==> src/hw/rtl/svm_pkg.sv <==
// Package for the sample voice mixer: sizes, operation codes, sequencer states.
// No dependencies; imported by svm_mul, the mixer top level and its testbench.
package svm_pkg;

  localparam int unsigned VOICES        = 16;
  localparam int unsigned SAMPLE_FRAMES = 65536;
  localparam int unsigned VIDX_W        = $clog2(VOICES);
  localparam int unsigned ADDR_W        = $clog2(SAMPLE_FRAMES);
  localparam int unsigned CNT_W         = 5;
  localparam int unsigned POS_W         = 33;
  localparam int unsigned FC_W          = 48;
  localparam int unsigned ACC_W         = 54;
  localparam int unsigned MUL_A_W       = 34;
  localparam int unsigned MUL_B_W       = 17;
  localparam int unsigned MUL_P_W       = MUL_A_W + MUL_B_W;
  localparam logic [23:0] SPEED_ONE     = 24'h010000;

  typedef enum logic [1:0] {
    OP_WRITE = 2'd0,
    OP_TRIG  = 2'd1,
    OP_TICK  = 2'd2
  } op_e;

  typedef enum logic [13:0] {
    ST_IDLE  = 14'b00000000000001,
    ST_ASCAN = 14'b00000000000010,
    ST_AWR   = 14'b00000000000100,
    ST_TCHK  = 14'b00000000001000,
    ST_TRDA  = 14'b00000000010000,
    ST_TRDB  = 14'b00000000100000,
    ST_TDL   = 14'b00000001000000,
    ST_TDR   = 14'b00000010000000,
    ST_TVL   = 14'b00000100000000,
    ST_TVR   = 14'b00001000000000,
    ST_TPL   = 14'b00010000000000,
    ST_TPR   = 14'b00100000000000,
    ST_TACC  = 14'b01000000000000,
    ST_TOUT  = 14'b10000000000000
  } state_e;

endpackage

==> src/hw/rtl/svm_mul.sv <==
// Shared signed multiplier with registered product.
// Depends on svm_pkg for operand widths.
module svm_mul (
  input  logic                                clk_i,
  input  logic signed [svm_pkg::MUL_A_W-1:0]  a_i,
  input  logic signed [svm_pkg::MUL_B_W-1:0]  b_i,
  output logic signed [svm_pkg::MUL_P_W-1:0]  p_o
);
  import svm_pkg::*;

  logic signed [MUL_P_W-1:0] p_q;

  always_ff @(posedge clk_i) begin
    p_q <= a_i * b_i;
  end

  assign p_o = p_q;

endmodule

==> config.mk <==
export PLATFORM = sky130hd
export DESIGN_NAME = svm_mul
export DESIGN_NICKNAME = d
export VERILOG_FILES = /design/src/hw/rtl/svm_pkg.sv /design/src/hw/rtl/svm_mul.sv
export SDC_FILE = /design/constraint.sdc
export NUM_CORES = 2
export LEC_CHECK = 0
export BUFFER_PORTS_ARGS = -buffer_cell sky130_fd_sc_hd__buf_2
export CORE_MARGIN = 3
export CORE_UTILIZATION = 60
export DETAILED_ROUTE_END_ITERATION = 12
export GPL_ROUTABILITY_DRIVEN = 0
export PLACE_DENSITY = 0.84
export SLEW_MARGIN = 30
export SYNTH_ARGS = -nofsm -noshare
export SYNTH_HDL_FRONTEND = slang
export SYNTH_SLANG_ARGS = --single-unit
==> constraint.sdc <==
create_clock -name clk_i -period 6.65 [get_ports clk_i]
set_input_delay 0 -clock clk_i [delete_from_list [all_inputs] [get_ports clk_i]]
set_output_delay 0 -clock clk_i [all_outputs]
set_load 0.02 [all_outputs]
==> results.md <==
- Yosys printed 0 warnings.
- Data on the critical path is required at its endpoint by 6840 ps.
- The portion of the post-synthesis area used by sequential elements is 0.0495.
- The primary flip-flop cell chosen by synthesis mapping is sky130_fd_sc_hd__dfxtp_1.
- Once layout is complete, the utilization of the core stands at 0.647.
- The net count of the mapped netlist is 2950.
- The signal on the critical path passes through buf_2 > and2_1 > fa_1 > inv_1 > fa_1 > fa_1 > inv_1 > fa_1 > fa_1 > inv_1 > fa_1 > inv_1 > ha_1 > a21oi_1 > o21ai_0 > a2111oi_4 > o311ai_2 > a41oi_2 > o21bai_1 > o31ai_2 > o21ai_0 > xor2_1.
- The number of global-route vias before repair was 17665.
- The area of the die is 0.0366 mm^2.
- The worst-path maximum fanout is 34.
- On the worst path, the slowest cell contributes a delay of 530 ps.
- In this design, the critical path's most frequently occurring cell is sky130_fd_sc_hd__fa_1.
- The layer with the highest usage is met2.
- After the flow finishes, the layout carries non-filler instances totaling 2720.
- The average wire length per cell after detail routing is 19.8 um.
- The vertical die dimension is 191 um.
- For this run, the post-layout net count is 2993.
- The area used by sequential logic in the layout is 0.00102 mm^2.
- The worst hold path belongs to the class in2reg.
- The core footprint is 0.0337 mm^2.
- The worst setup path is launched from an input pin.
- Clock tree synthesis found a total of 51 sinks.
- The buffer type at the clock tree root is sky130_fd_sc_hd__clkbuf_16.
- The die is 191 um wide.
- The total congestion overflow after global routing is 0.
- The setup-violating endpoint count in the final report is 0.
- The area of the multi-input gates is 0.0173 mm^2.
- The initial antenna violation count is 1.
- Fill cells in the final layout number 2641.
- The number of clock buffers inserted by TritonCTS is 5.
- The DRC violation count after routing is 0.
- After the first detailed-routing iteration, the DRC count stood at 1152.
- The clock passes through at most 2 buffers.
- The final cycle utilization of the critical path is 0.958.
- For this configuration, the core starts out at a cell density of 0.612.
- In the global route stage, met2 resource usage came out at 0.546.
- The number of detailed-route iterations in the first pass is 5.
- At the pin with the least slew margin, the transition time is 649 ps.
- Clock-pin slew was measured on the worst setup and hold paths at 70 ps.
- In the layout the commonest cells are 551 x sky130_fd_sc_hd__fa_1, 528 x sky130_fd_sc_hd__inv_1, 330 x sky130_fd_sc_hd__nand2_1, 252 x sky130_fd_sc_hd__and2_1, 119 x sky130_fd_sc_hd__ha_1.
- The number of nets still failing antenna checks after routing is 0.
- The number of max-slew violations in the final report is 0.
- The global-route usage over all layers is 0.311.
- The number of placed instances, taps included is 2712.
- Based on the critical path, the design can be clocked at up to 157 MHz.
- The number of input and output port buffers inserted is 102.
- The cell area after layout is 0.0218 mm^2.
- Synthesis inferred 51 register bits.
- Setup repair after global routing left no endpoint under its margin.
- The number of primary I/O pins is 103.
- The critical path data arrival time is 6560 ps.
- Detailed routing inserted a total of 15608 vias.
- The minimum period implied by the final worst setup slack is 6370 ps.
- The number of flops mapped to enable cells by yosys is 0.
- In the global route stage, met3 resource usage came out at 0.0658.
- Of the cells placed in the final design, the portion with a size suffix greater than 1 is 0.0673.
- CTS built an H-tree with a depth of 2.
- Synthesis handed over a netlist of 2228 instances.
- The first-pass GRT wire length is 88.1 mm.
- The most common cell after layout, fill and taps aside is sky130_fd_sc_hd__fa_1.
- The tool flagged a number of max-cap violations equal to 0.
- The pin count of the biggest net entering global routing is 35.
- After routing, the total negative slack on setup checks comes to 0 ps.
- In this run the core area contains 67 standard-cell rows.
- The number of different library cells used by synthesis comes to 52.
- The placed standard-cell area is 0.0216 mm^2.
- Compared with the post-synthesis result, the final layout area differs by 5.64%.
- In this run the cell area of the synthesized design comes to 0.0206 mm^2.
- For this block, the routed nets add up to 53.9 mm of wire.
- The TritonCTS clock tree is built.
- The category of the most critical setup path is in2reg.
- The register with the most flip-flops in the layout has 51 of them.
- The global routing usage on met1 is 0.353.
- The remaining max-slew budget at the tightest pin is 0.564.
- The cell with the largest stage delay on the worst path is sky130_fd_sc_hd__fa_1.
- Averaged over all synthesized cells, the footprint is 9.26 um^2.
- The number of antenna repair diodes is 0.
- The flow ran to the end, and the final reports show no timing, DRC or antenna violations.
- Using the TritonRoute via totals, the vias-per-cell ratio works out to 5.74.
- The final hold violation count is 0.
- The endpoint kind of the worst setup timing path is a register.
- The fraction of registers with async set/reset is 0.
- The HPWL after detailed placement is 44.7 mm.
==> synth_stat cells (2+ instances only) <==
| master | number | share of area |
|---|---|---|
| sky130_fd_sc_hd__nand2_1 | 330 | 0.060 |
| sky130_fd_sc_hd__nor4_1 | 2 | 0.00061 |
| sky130_fd_sc_hd__a21oi_1 | 40 | 0.0097 |
| sky130_fd_sc_hd__o21a_1 | 6 | 0.0022 |
| sky130_fd_sc_hd__nand2b_1 | 8 | 0.0024 |
| sky130_fd_sc_hd__ha_1 | 119 | 0.072 |
| sky130_fd_sc_hd__o21ai_0 | 30 | 0.0073 |
| sky130_fd_sc_hd__a221oi_1 | 2 | 0.00085 |
| sky130_fd_sc_hd__nand4_1 | 5 | 0.0015 |
| sky130_fd_sc_hd__dfxtp_1 | 51 | 0.049 |
| sky130_fd_sc_hd__a31oi_1 | 4 | 0.0012 |
| sky130_fd_sc_hd__o31ai_1 | 4 | 0.0015 |
| sky130_fd_sc_hd__or4_1 | 3 | 0.0011 |
| sky130_fd_sc_hd__nand3_1 | 8 | 0.0019 |
| sky130_fd_sc_hd__o31a_1 | 2 | 0.00085 |
| sky130_fd_sc_hd__a211oi_1 | 6 | 0.0022 |
| sky130_fd_sc_hd__fa_1 | 551 | 0.53 |
| sky130_fd_sc_hd__xor2_1 | 19 | 0.0081 |
| sky130_fd_sc_hd__nor2b_1 | 3 | 0.00091 |
| sky130_fd_sc_hd__and3_1 | 5 | 0.0015 |
| sky130_fd_sc_hd__nor2_1 | 62 | 0.011 |
| sky130_fd_sc_hd__a21o_1 | 21 | 0.0076 |
| sky130_fd_sc_hd__and2_1 | 252 | 0.076 |
| sky130_fd_sc_hd__nor3_1 | 4 | 0.00097 |
| sky130_fd_sc_hd__o31ai_2 | 2 | 0.0012 |
| sky130_fd_sc_hd__o21bai_1 | 8 | 0.0029 |
| sky130_fd_sc_hd__o211ai_1 | 2 | 0.00073 |
| sky130_fd_sc_hd__or2_2 | 2 | 0.00061 |
| sky130_fd_sc_hd__o21ai_1 | 3 | 0.00073 |
| sky130_fd_sc_hd__inv_1 | 528 | 0.096 |
| sky130_fd_sc_hd__clkbuf_1 | 94 | 0.017 |
| sky130_fd_sc_hd__a2111oi_0 | 2 | 0.00085 |
| sky130_fd_sc_hd__or3_1 | 2 | 0.00061 |
| sky130_fd_sc_hd__xnor2_1 | 30 | 0.013 |
==> cell families after synthesis <==
family	share of synthesized area
buffers and inverters	0.114
and+or+nand+nor	0.161
xor gates and xnor gates	0.0208
DFF	0.0495
AOI/OAI and AO/OA	0.0483
adders and majority gates	0.607
==> worst max-delay path, delay by kind of cell <==
kind,cells,cell delay (ps)
adder cells (fa/ha/maj),7,3230
buffers and inverters,5,750
AND/OR/NAND/NOR,1,240
XOR/XNOR,1,160
AO/OA/AOI/OAI,8,2140
==> stage by stage <==
step	hold WS, ps	setup slack (ps)
5_1_grt	299	33.3
3_5_place_dp	417	-8.90
6_report	282	277
2_1_floorplan	127	663
3_3_place_gp	416	218
4_1_cts	274	327
==> repair_timing <==
item	CTS	global route
setup endpoints to repair	0	3
hold buffers	0	0
gates resized for setup	0	6
buffers inserted	0	0
==> final cells by class <==
type / count / area share
Clock buffer: 5 / 0.00574
Clock inverter: 3 / 0.00310
Inverter: 528 / 0.0909
Multi-Input combinational cell: 1553 / 0.793
Sequential cell: 51 / 0.0469
Tap cell: 448 / 0.0257
Timing Repair Buffer: 132 / 0.0349
==> routing by layer <==
| metal | up-vias | share of wire |
|---|---|---|
| met1 | 7916 | 0.33 |
| met3 | 270 | 0.093 |
| li1 | 6527 | - |
| met4 | 2 | 0.065 |
| met5 | - | 0.00033 |
| met2 | 893 | 0.51 |
==> final timing paths <==
| path | from | end | slack, ps | cells after the start |
|---|---|---|---|---|
| worst max-delay path | b_i[7] | p_o[44]$_DFF_P_ | 280 | 22 |
| worst min-delay path | b_i[0] | p_o[0]$_DFF_P_ | 280 | 2 |
Power is not shown: default switching activity piles up to over one toggle a cycle in this logic, so the estimate is an artifact.
